--- src/sv/rrs_pkg.sv ---
// ----------------------------------------------------------------------------
// Round robin scheduler package
// Task states, request kinds, register indexes, reset values and the layout
// of the result beat shared by the scheduler and its checker.
// ----------------------------------------------------------------------------
package rrs_pkg;

   typedef enum logic [1:0] {
      ST_DEAD    = 2'd0,
      ST_READY   = 2'd1,
      ST_RUNNING = 2'd2,
      ST_BLOCKED = 2'd3
   } task_state_type;

   typedef enum logic [2:0] {
      REQ_CREATE  = 3'd0,
      REQ_START   = 3'd1,
      REQ_TICK    = 3'd2,
      REQ_YIELD   = 3'd3,
      REQ_WAIT    = 3'd4,
      REQ_RELEASE = 3'd5
   } req_kind_type;

   localparam int CSR_INDEX_W = 2;
   localparam int CSR_DATA_W  = 16;
   localparam logic [CSR_INDEX_W-1:0] CSR_QUANTUM = 2'd0;
   localparam logic [CSR_INDEX_W-1:0] CSR_WORK    = 2'd1;
   localparam logic [CSR_INDEX_W-1:0] CSR_INIT    = 2'd2;

   localparam logic [15:0] QUANTUM_RESET    = 16'd333;
   localparam logic [15:0] WORK_RESET       = 16'd720;
   localparam logic [3:0]  INIT_COUNT_RESET = 4'd1;
   localparam logic [3:0]  SEM_MAX          = 4'd15;

   localparam int WAITQ_DEPTH = 8;
   localparam int WQ_PTR_W    = 3;
   localparam int WQ_CNT_W    = 4;

   localparam int REQ_DATA_W = 8;
   localparam int REQ_USER_W = 3;
   localparam int RSP_DATA_W = 24;

   // Bit positions of the result fields within rsp_tdata.
   localparam int RSP_SWITCHED  = 0;
   localparam int RSP_CUR_VALID = 1;
   localparam int RSP_CUR_TASK  = 2;
   localparam int RSP_GRANTED   = 5;
   localparam int RSP_BLOCKED   = 6;
   localparam int RSP_WOKE      = 7;
   localparam int RSP_WOKEN     = 8;
   localparam int RSP_OWN_VALID = 11;
   localparam int RSP_OWN_TASK  = 12;
   localparam int RSP_SEM_COUNT = 15;
   localparam int RSP_QDEPTH    = 19;

endpackage

--- src/sv/round_robin_scheduler_with_semaphore.sv ---
// ----------------------------------------------------------------------------
// Round robin scheduler with semaphore
// Task table in a single-port-read synchronous memory, a FIFO of semaphore
// waiters in a second memory, and a sequencer that reads, updates and
// writes back one task entry per cycle.
// ----------------------------------------------------------------------------
// Create, wait, unknown requests, ignored events and a release without a wake-up
// go from fetch straight to done. A start adds the write of the new running
// task, preceded by the old running task's step when another one runs; a release
// that wakes a waiter adds a wake step; tick visits every entry, a switch scans.
// One event is in flight at a time; a new request is taken only in idle.
// Reset is synchronous: tasks dead, no owner, queue empty, registers at reset.
module round_robin_scheduler_with_semaphore #(
   parameter int NUM_TASKS    = 8,
   parameter int ELAPSED_BITS = 16
) (
   input  logic                                clock,
   input  logic                                reset,
   input  logic                                req_tvalid,
   output logic                                req_tready,
   // task_id[2:0], zero padding [7:3]
   input  logic [rrs_pkg::REQ_DATA_W-1:0]      req_tdata,
   // req_type[2:0]
   input  logic [rrs_pkg::REQ_USER_W-1:0]      req_tuser,
   output logic                                rsp_tvalid,
   input  logic                                rsp_tready,
   // switched[0], current_valid[1], active_task[4:2], sem_granted[5],
   // task_blocked[6], woken_valid[7], woken_task[10:8], owner_valid[11],
   // owner_task[14:12], sem_count[18:15], queue_depth[22:19], zero [23]
   output logic [rrs_pkg::RSP_DATA_W-1:0]      rsp_tdata,
   input  logic                                csr_wen,
   input  logic [rrs_pkg::CSR_INDEX_W-1:0]     csr_index,
   input  logic [rrs_pkg::CSR_DATA_W-1:0]      csr_wdata
);

   localparam int TID_W   = $clog2(NUM_TASKS);
   localparam int ENTRY_W = 2 + ELAPSED_BITS;
   localparam int SUM_W   = ((ELAPSED_BITS > 16) ? ELAPSED_BITS : 16) + 1;
   localparam logic [TID_W-1:0] LAST_TASK = TID_W'(NUM_TASKS - 1);

   typedef enum logic [3:0] {
      S_IDLE,
      S_FETCH,
      S_START_OLD,
      S_START_NEW,
      S_SCAN,
      S_SWITCH,
      S_WAKE,
      S_TICK,
      S_DONE
   } seq_state_type;

   seq_state_type               state_ff, state_in;
   logic [2:0]                  req_ff, req_in;
   logic [TID_W-1:0]            tid_ff, tid_in;
   logic                        ok_ff, ok_in;
   rrs_pkg::task_state_type     ent_stat_ff, ent_stat_in;
   logic [ELAPSED_BITS-1:0]     ent_el_ff, ent_el_in;
   logic [TID_W-1:0]            idx_ff, idx_in;
   logic                        run_valid_ff, run_valid_in;
   logic [TID_W-1:0]            running_ff, running_in;
   logic [3:0]                  sem_count_ff, sem_count_in;
   logic                        owner_valid_ff, owner_valid_in;
   logic [TID_W-1:0]            owner_ff, owner_in;
   logic [rrs_pkg::WQ_PTR_W-1:0] head_ff, head_in;
   logic [rrs_pkg::WQ_PTR_W-1:0] tail_ff, tail_in;
   logic [rrs_pkg::WQ_CNT_W-1:0] count_ff, count_in;
   logic                        switched_ff, switched_in;
   logic                        granted_ff, granted_in;
   logic                        blocked_ff, blocked_in;
   logic                        woke_ff, woke_in;
   logic [TID_W-1:0]            woken_ff, woken_in;
   logic                        rsp_valid_ff, rsp_valid_in;
   logic [rrs_pkg::RSP_DATA_W-1:0] rsp_data_ff, rsp_data_in;
   logic [15:0]                 quantum_ff, quantum_in;
   logic [15:0]                 work_ff, work_in;
   logic [3:0]                  init_ff, init_in;

   logic [ENTRY_W-1:0]          task_mem [0:NUM_TASKS-1];
   logic [NUM_TASKS-1:0]        mem_valid_ff;
   logic [ENTRY_W-1:0]          rd_data_ff;
   logic                        rd_valid_ff;
   logic                        mem_we;
   logic [TID_W-1:0]            mem_wa;
   logic [TID_W-1:0]            mem_ra;
   rrs_pkg::task_state_type     mem_wstat;
   logic [ELAPSED_BITS-1:0]     mem_wel;

   logic [TID_W-1:0]            waitq_mem [0:rrs_pkg::WAITQ_DEPTH-1];
   logic [TID_W-1:0]            fifo_rd_ff;
   logic                        fifo_we;

   rrs_pkg::task_state_type     rd_status;
   logic [ELAPSED_BITS-1:0]     rd_elapsed;
   logic [SUM_W-1:0]            tick_sum;
   logic [ELAPSED_BITS-1:0]     tick_el;
   logic                        quantum_hit;
   logic                        live;
   logic                        req_ok;
   logic [TID_W-1:0]            req_tid;

   function automatic logic [TID_W-1:0] nxt_idx(input logic [TID_W-1:0] i);
      logic [TID_W-1:0] r;
      if (i == LAST_TASK) begin
         r = '0;
      end else begin
         r = i + 1'b1;
      end
      return r;
   endfunction

   assign rd_status  = rrs_pkg::task_state_type'(rd_valid_ff ?
                          rd_data_ff[ENTRY_W-1 -: 2] : rrs_pkg::ST_DEAD);
   assign rd_elapsed = rd_valid_ff ? rd_data_ff[ELAPSED_BITS-1:0] : '0;
   assign tick_sum   = SUM_W'(rd_elapsed) + SUM_W'(work_ff);
   assign tick_el    = (|tick_sum[SUM_W-1:ELAPSED_BITS]) ? '1 :
                       tick_sum[ELAPSED_BITS-1:0];
   assign quantum_hit = SUM_W'(rd_elapsed) >= SUM_W'(quantum_ff);
   assign live       = ok_ff && (rd_status != rrs_pkg::ST_DEAD);
   assign req_ok     = 32'(req_tdata[2:0]) < 32'(NUM_TASKS);
   assign req_tid    = TID_W'(req_tdata[2:0]);

   assign req_tready = (state_ff == S_IDLE);
   assign rsp_tvalid = rsp_valid_ff;
   assign rsp_tdata  = rsp_data_ff;

   always_comb begin
      state_in       = state_ff;
      req_in         = req_ff;
      tid_in         = tid_ff;
      ok_in          = ok_ff;
      ent_stat_in    = ent_stat_ff;
      ent_el_in      = ent_el_ff;
      idx_in         = idx_ff;
      run_valid_in   = run_valid_ff;
      running_in     = running_ff;
      sem_count_in   = sem_count_ff;
      owner_valid_in = owner_valid_ff;
      owner_in       = owner_ff;
      head_in        = head_ff;
      tail_in        = tail_ff;
      count_in       = count_ff;
      switched_in    = switched_ff;
      granted_in     = granted_ff;
      blocked_in     = blocked_ff;
      woke_in        = woke_ff;
      woken_in       = woken_ff;
      rsp_valid_in   = rsp_valid_ff;
      rsp_data_in    = rsp_data_ff;
      quantum_in     = quantum_ff;
      work_in        = work_ff;
      init_in        = init_ff;
      mem_we         = 1'b0;
      mem_wa         = tid_ff;
      mem_wstat      = rrs_pkg::ST_DEAD;
      mem_wel        = '0;
      mem_ra         = idx_ff;
      fifo_we        = 1'b0;

      if (rsp_tready) begin
         rsp_valid_in = 1'b0;
      end

      unique case (state_ff)
         S_IDLE: begin
            mem_ra = req_ok ? req_tid : '0;
            if (req_tvalid) begin
               req_in      = req_tuser;
               tid_in      = req_tid;
               ok_in       = req_ok;
               switched_in = 1'b0;
               granted_in  = 1'b0;
               blocked_in  = 1'b0;
               woke_in     = 1'b0;
               woken_in    = '0;
               if (req_tuser == rrs_pkg::REQ_TICK) begin
                  mem_ra   = '0;
                  idx_in   = '0;
                  state_in = S_TICK;
               end else begin
                  state_in = S_FETCH;
               end
            end
         end
         S_FETCH: begin
            ent_stat_in = rd_status;
            ent_el_in   = rd_elapsed;
            state_in    = S_DONE;
            case (req_ff)
               rrs_pkg::REQ_CREATE: begin
                  if (ok_ff && rd_status == rrs_pkg::ST_DEAD) begin
                     mem_we    = 1'b1;
                     mem_wstat = rrs_pkg::ST_READY;
                  end
               end
               rrs_pkg::REQ_START: begin
                  if (ok_ff && rd_status == rrs_pkg::ST_READY) begin
                     if (run_valid_ff && running_ff != tid_ff) begin
                        mem_ra   = running_ff;
                        state_in = S_START_OLD;
                     end else begin
                        state_in = S_START_NEW;
                     end
                  end
               end
               rrs_pkg::REQ_YIELD: begin
                  if (live && quantum_hit) begin
                     idx_in   = nxt_idx(tid_ff);
                     mem_ra   = nxt_idx(tid_ff);
                     state_in = S_SCAN;
                  end
               end
               rrs_pkg::REQ_WAIT: begin
                  if (live) begin
                     if (sem_count_ff != 4'd0) begin
                        sem_count_in   = sem_count_ff - 4'd1;
                        owner_valid_in = 1'b1;
                        owner_in       = tid_ff;
                        granted_in     = 1'b1;
                     end else begin
                        mem_we     = 1'b1;
                        mem_wstat  = rrs_pkg::ST_BLOCKED;
                        blocked_in = 1'b1;
                        if (count_ff < rrs_pkg::WQ_CNT_W'(rrs_pkg::WAITQ_DEPTH)) begin
                           fifo_we  = 1'b1;
                           tail_in  = tail_ff + 1'b1;
                           count_in = count_ff + 1'b1;
                        end
                     end
                  end
               end
               rrs_pkg::REQ_RELEASE: begin
                  if (live && owner_valid_ff && owner_ff == tid_ff) begin
                     if (count_ff != '0) begin
                        head_in  = head_ff + 1'b1;
                        count_in = count_ff - 1'b1;
                        owner_in = fifo_rd_ff;
                        woke_in  = 1'b1;
                        woken_in = fifo_rd_ff;
                        mem_ra   = fifo_rd_ff;
                        state_in = S_WAKE;
                     end else begin
                        if (sem_count_ff != rrs_pkg::SEM_MAX) begin
                           sem_count_in = sem_count_ff + 4'd1;
                        end
                        owner_valid_in = 1'b0;
                        owner_in       = '0;
                     end
                  end
               end
               default: begin
               end
            endcase
         end
         S_START_OLD: begin
            if (rd_status == rrs_pkg::ST_RUNNING) begin
               mem_we    = 1'b1;
               mem_wa    = running_ff;
               mem_wstat = rrs_pkg::ST_READY;
               mem_wel   = rd_elapsed;
            end
            state_in = S_START_NEW;
         end
         S_START_NEW: begin
            mem_we       = 1'b1;
            mem_wstat    = rrs_pkg::ST_RUNNING;
            mem_wel      = ent_el_ff;
            run_valid_in = 1'b1;
            running_in   = tid_ff;
            state_in     = S_DONE;
         end
         S_SCAN: begin
            if (rd_status == rrs_pkg::ST_READY || idx_ff == tid_ff) begin
               if (ent_stat_ff == rrs_pkg::ST_RUNNING && idx_ff != tid_ff) begin
                  mem_we    = 1'b1;
                  mem_wstat = rrs_pkg::ST_READY;
                  mem_wel   = ent_el_ff;
               end
               state_in = S_SWITCH;
            end else begin
               idx_in = nxt_idx(idx_ff);
               mem_ra = nxt_idx(idx_ff);
            end
         end
         S_SWITCH: begin
            mem_we       = 1'b1;
            mem_wa       = idx_ff;
            mem_wstat    = rrs_pkg::ST_RUNNING;
            run_valid_in = 1'b1;
            running_in   = idx_ff;
            switched_in  = 1'b1;
            state_in     = S_DONE;
         end
         S_WAKE: begin
            mem_we    = 1'b1;
            mem_wa    = woken_ff;
            mem_wstat = rrs_pkg::ST_READY;
            mem_wel   = rd_elapsed;
            state_in  = S_DONE;
         end
         S_TICK: begin
            if (rd_status != rrs_pkg::ST_DEAD) begin
               mem_we    = 1'b1;
               mem_wa    = idx_ff;
               mem_wstat = rd_status;
               mem_wel   = tick_el;
            end
            if (idx_ff == LAST_TASK) begin
               state_in = S_DONE;
            end else begin
               idx_in = nxt_idx(idx_ff);
               mem_ra = nxt_idx(idx_ff);
            end
         end
         S_DONE: begin
            if (!rsp_valid_ff || rsp_tready) begin
               rsp_valid_in = 1'b1;
               rsp_data_in  = {1'b0,
                               count_ff,
                               sem_count_ff,
                               owner_valid_ff ? 3'(owner_ff) : 3'd0,
                               owner_valid_ff,
                               3'(woken_ff),
                               woke_ff,
                               blocked_ff,
                               granted_ff,
                               run_valid_ff ? 3'(running_ff) : 3'd0,
                               run_valid_ff,
                               switched_ff};
               state_in     = S_IDLE;
            end
         end
      endcase

      if (csr_wen) begin
         if (csr_index == rrs_pkg::CSR_QUANTUM) begin
            quantum_in = csr_wdata;
         end else if (csr_index == rrs_pkg::CSR_WORK) begin
            work_in = csr_wdata;
         end else if (csr_index == rrs_pkg::CSR_INIT) begin
            init_in      = csr_wdata[3:0];
            sem_count_in = csr_wdata[3:0];
         end
      end
   end

   always_ff @(posedge clock) begin
      if (reset) begin
         state_ff       <= S_IDLE;
         run_valid_ff   <= 1'b0;
         running_ff     <= '0;
         sem_count_ff   <= rrs_pkg::INIT_COUNT_RESET;
         owner_valid_ff <= 1'b0;
         owner_ff       <= '0;
         head_ff        <= '0;
         tail_ff        <= '0;
         count_ff       <= '0;
         rsp_valid_ff   <= 1'b0;
         quantum_ff     <= rrs_pkg::QUANTUM_RESET;
         work_ff        <= rrs_pkg::WORK_RESET;
         init_ff        <= rrs_pkg::INIT_COUNT_RESET;
      end else begin
         state_ff       <= state_in;
         run_valid_ff   <= run_valid_in;
         running_ff     <= running_in;
         sem_count_ff   <= sem_count_in;
         owner_valid_ff <= owner_valid_in;
         owner_ff       <= owner_in;
         head_ff        <= head_in;
         tail_ff        <= tail_in;
         count_ff       <= count_in;
         rsp_valid_ff   <= rsp_valid_in;
         quantum_ff     <= quantum_in;
         work_ff        <= work_in;
         init_ff        <= init_in;
      end
      req_ff      <= req_in;
      tid_ff      <= tid_in;
      ok_ff       <= ok_in;
      ent_stat_ff <= ent_stat_in;
      ent_el_ff   <= ent_el_in;
      idx_ff      <= idx_in;
      switched_ff <= switched_in;
      granted_ff  <= granted_in;
      blocked_ff  <= blocked_in;
      woke_ff     <= woke_in;
      woken_ff    <= woken_in;
      rsp_data_ff <= rsp_data_in;
   end

   always_ff @(posedge clock) begin
      if (mem_we) begin
         task_mem[mem_wa] <= {mem_wstat, mem_wel};
      end
      rd_data_ff <= task_mem[mem_ra];
   end

   always_ff @(posedge clock) begin
      if (reset) begin
         mem_valid_ff <= '0;
         rd_valid_ff  <= 1'b0;
      end else begin
         if (mem_we) begin
            mem_valid_ff[mem_wa] <= 1'b1;
         end
         rd_valid_ff <= mem_valid_ff[mem_ra];
      end
   end

   always_ff @(posedge clock) begin
      if (fifo_we) begin
         waitq_mem[tail_ff] <= tid_ff;
      end
      fifo_rd_ff <= waitq_mem[head_ff];
   end

endmodule

--- config.mk ---
export PLATFORM = sky130hd
export DESIGN_NAME = round_robin_scheduler_with_semaphore
export DESIGN_NICKNAME = d
export VERILOG_FILES = /design/src/sv/rrs_pkg.sv /design/src/sv/round_robin_scheduler_with_semaphore.sv
export SDC_FILE = /design/constraint.sdc
export NUM_CORES = 1
export LEC_CHECK = 0
export BUFFER_PORTS_ARGS = -buffer_cell sky130_fd_sc_hd__buf_2
export CAP_MARGIN = 25
export CORE_MARGIN = 1
export CORE_UTILIZATION = 40
export DETAILED_ROUTE_END_ITERATION = 10
export PLACE_DENSITY = 0.62
export SLEW_MARGIN = 25
export SYNTH_ARGS = -nofsm -noshare
export SYNTH_HDL_FRONTEND = slang
export SYNTH_SLANG_ARGS = --single-unit
--- constraint.sdc ---
create_clock -name clock -period 10.05 [get_ports clock]
set_clock_uncertainty 0.2 [all_clocks]
set_input_delay 1.5075 -clock clock [delete_from_list [all_inputs] [get_ports clock]]
set_output_delay 1.5075 -clock clock [all_outputs]
set_load 0.01 [all_outputs]
### Yosys cells after proc, flatten, opt, wreduce, memory -nomap -nowiden

Memories as Yosys holds them, arrays and structs flattened. A register that Yosys moved wholly into a read port is not among the register bits.
Index checks and enable logic that the tools add are counted.

* add/subtract/negate cells: 9
* magnitude comparators: 5
* equal/unequal tests: 45
* mux-type cells: 119
* bitwise operators: 3
* reduce and logical (&&, ||, !) cells: 38

Operators with widths (count)
* $mux W16: 6
* $mux W4: 23
* $pmux W16 S5: 1
* $mux W3: 25
* $mux W1: 38
* $pmux W3 S4: 3
* $ne A2 B2 Y1 const B: 17
* $pmux W4 S7: 1
* $reduce_and A5 Y1: 5
* $pmux W3 S2: 3
* $add A16 B16 Y17: 1
* $eq A4 B3 Y1 const B: 4
* $ge A16 B16 Y1: 1
* $pmux W4 S2: 2
* $add A3 B1 Y3 const B: 4
* $eq A3 B3 Y1 const B: 4
* $pmux W1 S2: 6
* $pmux W2 S6: 1
* $pmux W4 S3: 1
* $reduce_and A4 Y1: 3
* $reduce_bool A4 Y1: 3
* $reduce_bool A2 Y1: 5
* $pmux W3 S3: 1
* $add A4 B1 Y4 const B: 2
* other kinds (34): 59

* register bits after elaboration: 125
* bits in writable memories: 168
* bits of input ports: 34
* output and inout bits: 26
* logic and storage cells: 248
* memories: 2

Memory list
* task_mem: depth 8, width 18, read ports 1, clocked after memory_dff 1, write ports 1, line round_robin_scheduler_with_semaphore.sv:79 `logic [ENTRY_W-1:0] task_mem [0:NUM_TASKS-1];`
* waitq_mem: depth 8, width 3, read ports 1, clocked after memory_dff 1, write ports 1, line round_robin_scheduler_with_semaphore.sv:89 `logic [TID_W-1:0] waitq_mem [0:rrs_pkg::WAITQ_DEPTH-1];`

### Depth between registers and ports, before layout

* depth after elaboration: 11
* mapped depth: 16
* mapped depth without buffers: 13

### Least setup slack after synthesis

OpenSTA, ideal clock, no wires.

* kind: register -> register
* start point: register rd_valid_ff
* end point: memory task_mem[0][11] (netlist bit), data pin
* library setup time: 0.286 ns
* data arrival time: 3.440 ns
* data required time: 9.564 ns
* slack: 6.124 ns
* stages on the path, launching flop included: 16
* buffers on the path: 3
* clock period less this slack: 3.926 ns
* cells stage by stage: dfxtp_1 > clkbuf_1 > clkbuf_1 > nand2_1 > inv_1 > ha_1 > fa_1 > maj3_1 > a21oi_1 > a31oi_1 > a221o_1 > a211oi_1 > o21ai_1 > clkbuf_1 > o21ai_1 > nand2_1

* longest elaborated chain between the ends: 5
* elaborated cells between the ends (all ways): 12
* classes of those cells: add/sub (1); eq/ne (2); mux (7); reduce/logical (2)

Ends and longest elaborated chain
* start, declared: line round_robin_scheduler_with_semaphore.sv:82 `logic rd_valid_ff;`
* start signal, assigned: line round_robin_scheduler_with_semaphore.sv:406 `rd_valid_ff <= mem_valid_ff[mem_ra];`
* $mux W16: line round_robin_scheduler_with_semaphore.sv:114 `assign rd_elapsed = rd_valid_ff ? rd_data_ff[ELAPSED_BITS-1:0] : '0;`
* named net rd_elapsed[0]: line round_robin_scheduler_with_semaphore.sv:94 `logic [ELAPSED_BITS-1:0] rd_elapsed;`
* $add A16 B16 Y17: line round_robin_scheduler_with_semaphore.sv:115 `assign tick_sum = SUM_W'(rd_elapsed) + SUM_W'(work_ff);`
* $mux W16: line round_robin_scheduler_with_semaphore.sv:116 `assign tick_el = (|tick_sum[SUM_W-1:ELAPSED_BITS]) ? '1 :`
* $mux W16: line round_robin_scheduler_with_semaphore.sv:302 `if (rd_status != rrs_pkg::ST_DEAD) begin`
* $pmux W16 S5: line round_robin_scheduler_with_semaphore.sv:164 `unique case (state_ff)`
* named net mem_wel[11]: line round_robin_scheduler_with_semaphore.sv:87 `logic [ELAPSED_BITS-1:0] mem_wel;`
* end, declared: line round_robin_scheduler_with_semaphore.sv:79

The timed path passes the listed nets, and every way through them passes these cells.

### Worst setup path after layout

* start point: register rd_valid_ff
* end point: register rd_valid_ff

* elaborated cells between the ends (all ways): 17
* classes of those cells: order compare (1); eq/ne (1); mux (10); reduce/logical (5)

RTL lines
* $mux W16: line round_robin_scheduler_with_semaphore.sv:114
* named net rd_elapsed[6]: line round_robin_scheduler_with_semaphore.sv:94
* $ge A16 B16 Y1: line round_robin_scheduler_with_semaphore.sv:118 `assign quantum_hit = SUM_W'(rd_elapsed) >= SUM_W'(quantum_ff);`
* $logic_and A1 B1 Y1: line round_robin_scheduler_with_semaphore.sv:207 `if (live && quantum_hit) begin`
* $mux W3: line round_robin_scheduler_with_semaphore.sv:207
* $pmux W3 S3: line round_robin_scheduler_with_semaphore.sv:189 `case (req_ff)`
* $pmux W3 S4: line round_robin_scheduler_with_semaphore.sv:164
* $bmux W1 S3: line round_robin_scheduler_with_semaphore.sv:406
* $mux W1 (implied by the code): line round_robin_scheduler_with_semaphore.sv:406

The timed path passes the listed nets, and every way through them passes these cells. The select of a mux whose other input is x is not followed.
A chain may end at the register's enable or synchronous reset.

==> flow_summary.ini <==
[global_routing]
gr-total-overflow = 0
antenna_found_initial = 0
grt_pass1_vias = 9787
track_usage_pct = 19.31
grt_pass1_wl_um = 55030
grt_max_degree = 78

[sta]
period_needed_ns = 5.713
final_max_slew_viol_count = 0
worst_slew_pin_slew_ns = 1.088
rsz0062_at_grt = false
fmax_mhz = 175.0
setup_viol = 0
fin_ws_ns = 4.337
setup-tns-final_ns = 0
post-route-period-util_pct = 56.85
relSlewSlack_pct = 26.86
hold_viol_final = 0

[pwr]
p_leak_nw = 5.938
ir_worst_vdd_mv = 0.2180
power_per_cell_area_nw_per_um2 = 278.5

[routing]
ant_nets = 0
drcViolationCount = 12
firstDrtPassIters = 9
wl_um = 35370
vias = 10335
dr.first_iter.drc_count = 830
vias_per_cell = 5.774
wire_per_inst_um = 19.76

[die]
die_h_um = 192.9
core-area_um2 = 35740
std_cell_rows = 69
start_util_pct = 40.77
io-pin-count = 60
die_w_um = 192.9
die_area_um2 = 37200

[job]
drv_cap = 0

[cells_and_area]
num-nets-final = 1381
final-instance-count-excl-fill = 1790
diodes = 0
drive_gt1_share_pct = 12.04
post-route-util_pct = 45.76
areaGrowthSynthToFinish_pct = 12.24
fin_area_um2 = 16360

[clocking]
clock-sinks = 314
clk_latency_ns = 0.54
root_buffer = clkbuf_16
path_clk_slew_ns = 0.06
postCtsHoldBufs = 0
post_cts_resize_count = 0
cts_tree = yes
h-tree-depth = 2
cts_setup_buffers = 0
cts_buffers = 34
cts_max_path_buffers = 3

[worst_setup_path]
path_class = flip-flop to flip-flop
crit_path_start_kind = flip-flop
r2r_start = rd_valid_ff$_SDFF_PP0_
cp.arrival_ns = 5.92
r2r_slack_ns = 4.34
cp-startpoint = rd_valid_ff$_SDFF_PP0_
end_kind = flip-flop
crit_end = rd_valid_ff$_SDFF_PP0_
reg2reg_depth = 13
r2r-end = rd_valid_ff$_SDFF_PP0_
cp.required_ns = 10.25
path_max_fanout = 77

[synthesis]
synthArstFlopShare_pct = 0
synth_edf_count = 225
synth-main-ff-cell = edfxtp_1
postSynthCellCount = 1284
avgSynthCellArea_um2 = 11.35
synth_seq_area_share_pct = 58.59
synth_seq_cells = 314
yosysWarnings = 0
yosys-top-cells-area = edfxtp_1 (46%), dfxtp_1 (12%), a221oi_1 (4.6%), ha_1 (3.6%), and3_1 (3.5%)
synth.largest_area_cell = edfxtp_1
syn_nets = 1362
netlist_area_um2 = 14570
yosysUniqueCellTypes = 76
yosys.area.top_type_share_pct = 46.36

[outcome]
outcome = complete, but fails checks
violations = design-rule violations

[placed_design]
numPortBuffers = 53
gp_congestion = 0.8607
post_dp_cell_area_um2 = 15210
post-place-ws_ns = 4.298
dp.cells = 1728
hpwl_um = 21760

[worst_hold_path]
hp-class = flip-flop to flip-flop
logic make-up after synthesis:
| logic type | share of synthesized area (%) |
|---|---|
| flip-flops | 58.59 |
| multiplexers | 1.726 |
| XOR/XNOR | 1.743 |
| AND/OR/NAND/NOR | 15.32 |
| AO/OA/AOI/OAI | 14.87 |
| buffers and inverters | 3.709 |
| adder cells (fa/ha/maj) | 4.018 |
| other | 0.02573 |
power by group:
part           switching (mW)  internal, mW  leakage [nW]
Sequential              0.140          1.61          2.78
Combinational            1.02         0.525          2.62
Clock                   0.521         0.734         0.546
Total                    1.68          2.87          5.94
Yosys cell counts (all sizes together), types with 3 or more instances:
master	number
a211o	3
a211oi	7
a21o	8
a21oi	87
a221oi	76
a22oi	22
a311o	3
a311oi	4
a31o	3
a31oi	9
and2	27
and3	82
and3b	3
buf	28
clkbuf	56
dfxtp	89
edfxtp	225
ha	42
inv	47
mux2	5
mux2i	6
mux4	6
nand2	134
nand2b	15
nand3	14
nand3b	12
nand4	7
nor2	68
nor2b	8
nor3	18
nor3b	6
nor4	23
o211ai	4
o21a	5
o21ai	50
o21bai	3
o22ai	4
o31ai	5
or2	4
or3b	6
or4	3
xnor2	17
xor2	12
metrics by stage:
stage	total power [mW]	hold WS [ns]
3_5_place_dp	3.308	0.2197
6_report	4.554	0.2299
4_1_cts	4.567	0.2348
5_1_grt	4.796	0.2342
3_3_place_gp	3.286	0.2035
2_1_floorplan	2.858	0.2003
cell usage in the layout (no fill, tap or decap), types with 17 or more instances in the layout:
| master | count |
|---|---|
| a221oi_1 | 76 |
| a22oi_1 | 21 |
| dfxtp_1 | 89 |
| nand2_1 | 133 |
| inv_1 | 43 |
| a21oi_1 | 86 |
| and2_1 | 27 |
| nor2_1 | 66 |
| and3_1 | 82 |
| nor4_1 | 21 |
| clkbuf_16 | 34 |
| edfxtp_1 | 225 |
| buf_2 | 53 |
| ha_1 | 42 |
| o21ai_0 | 36 |
| xnor2_1 | 17 |
final cells by class:
cell class | instances | area, um2
timing repair buffer | 67 | 370.4
clock inverter | 22 | 255.2
tap | 461 | 576.8
inverter | 47 | 176.4
clock buffer | 40 | 873.3
sequential | 314 | 8538
fill | 3334 | 19390
multi-input combinational | 839 | 5565
registers in the layout, indices dropped and copies added (netlist names), 8 cells and up:
name / count
waitq_mem: 24
work_ff: 16
rd_data_ff: 18
task_mem: 144
mem_valid_ff: 8
quantum_ff: 16
rsp_tdata: 23
ent_el_ff: 16
critical path, cell delays in order, from the launching register on:
cell and delay [ns]:
dfxtp_1 0.87, and2_1 0.35, ha_1 0.30, a21oi_1 0.15
nand2_1 0.08, a221oi_1 0.61, o22ai_2 0.39, mux2i_1 0.25
o21ai_4 0.15, buf_4 0.70, nand2_2 0.43, buf_4 0.46
mux2_1 0.39, o2111a_1 0.23
worst min-delay path by stage:
stage / from / endpoint / slack [ns] / depth (start not counted)
2_1_floorplan: switched_ff$_DFFE_PP_ / rsp_tdata[0]$_DFFE_PP_ / 0.20 / 0
3_3_place_gp: woke_ff$_DFFE_PP_ / rsp_tdata[7]$_DFFE_PP_ / 0.20 / 0
3_5_place_dp: woke_ff$_DFFE_PP_ / rsp_tdata[7]$_DFFE_PP_ / 0.22 / 0
4_1_cts: woke_ff$_DFFE_PP_ / rsp_tdata[7]$_DFFE_PP_ / 0.23 / 0
5_1_grt: woke_ff$_DFFE_PP_ / rsp_tdata[7]$_DFFE_PP_ / 0.23 / 0
6_report: woke_ff$_DFFE_PP_ / rsp_tdata[7]$_DFFE_PP_ / 0.23 / 0
routing by layer:
layer | global-route usage (%) | wire (um) | up-vias
li1 | - | - | 4922
met1 | 27.00 | 16230 | 5035
met2 | 30.62 | 16310 | 314
met3 | 2.837 | 1925 | 64
met4 | 6.299 | 902 | 0
met5 | 0 | 0 | -
Note: power is estimated with default switching activity, not from simulation.
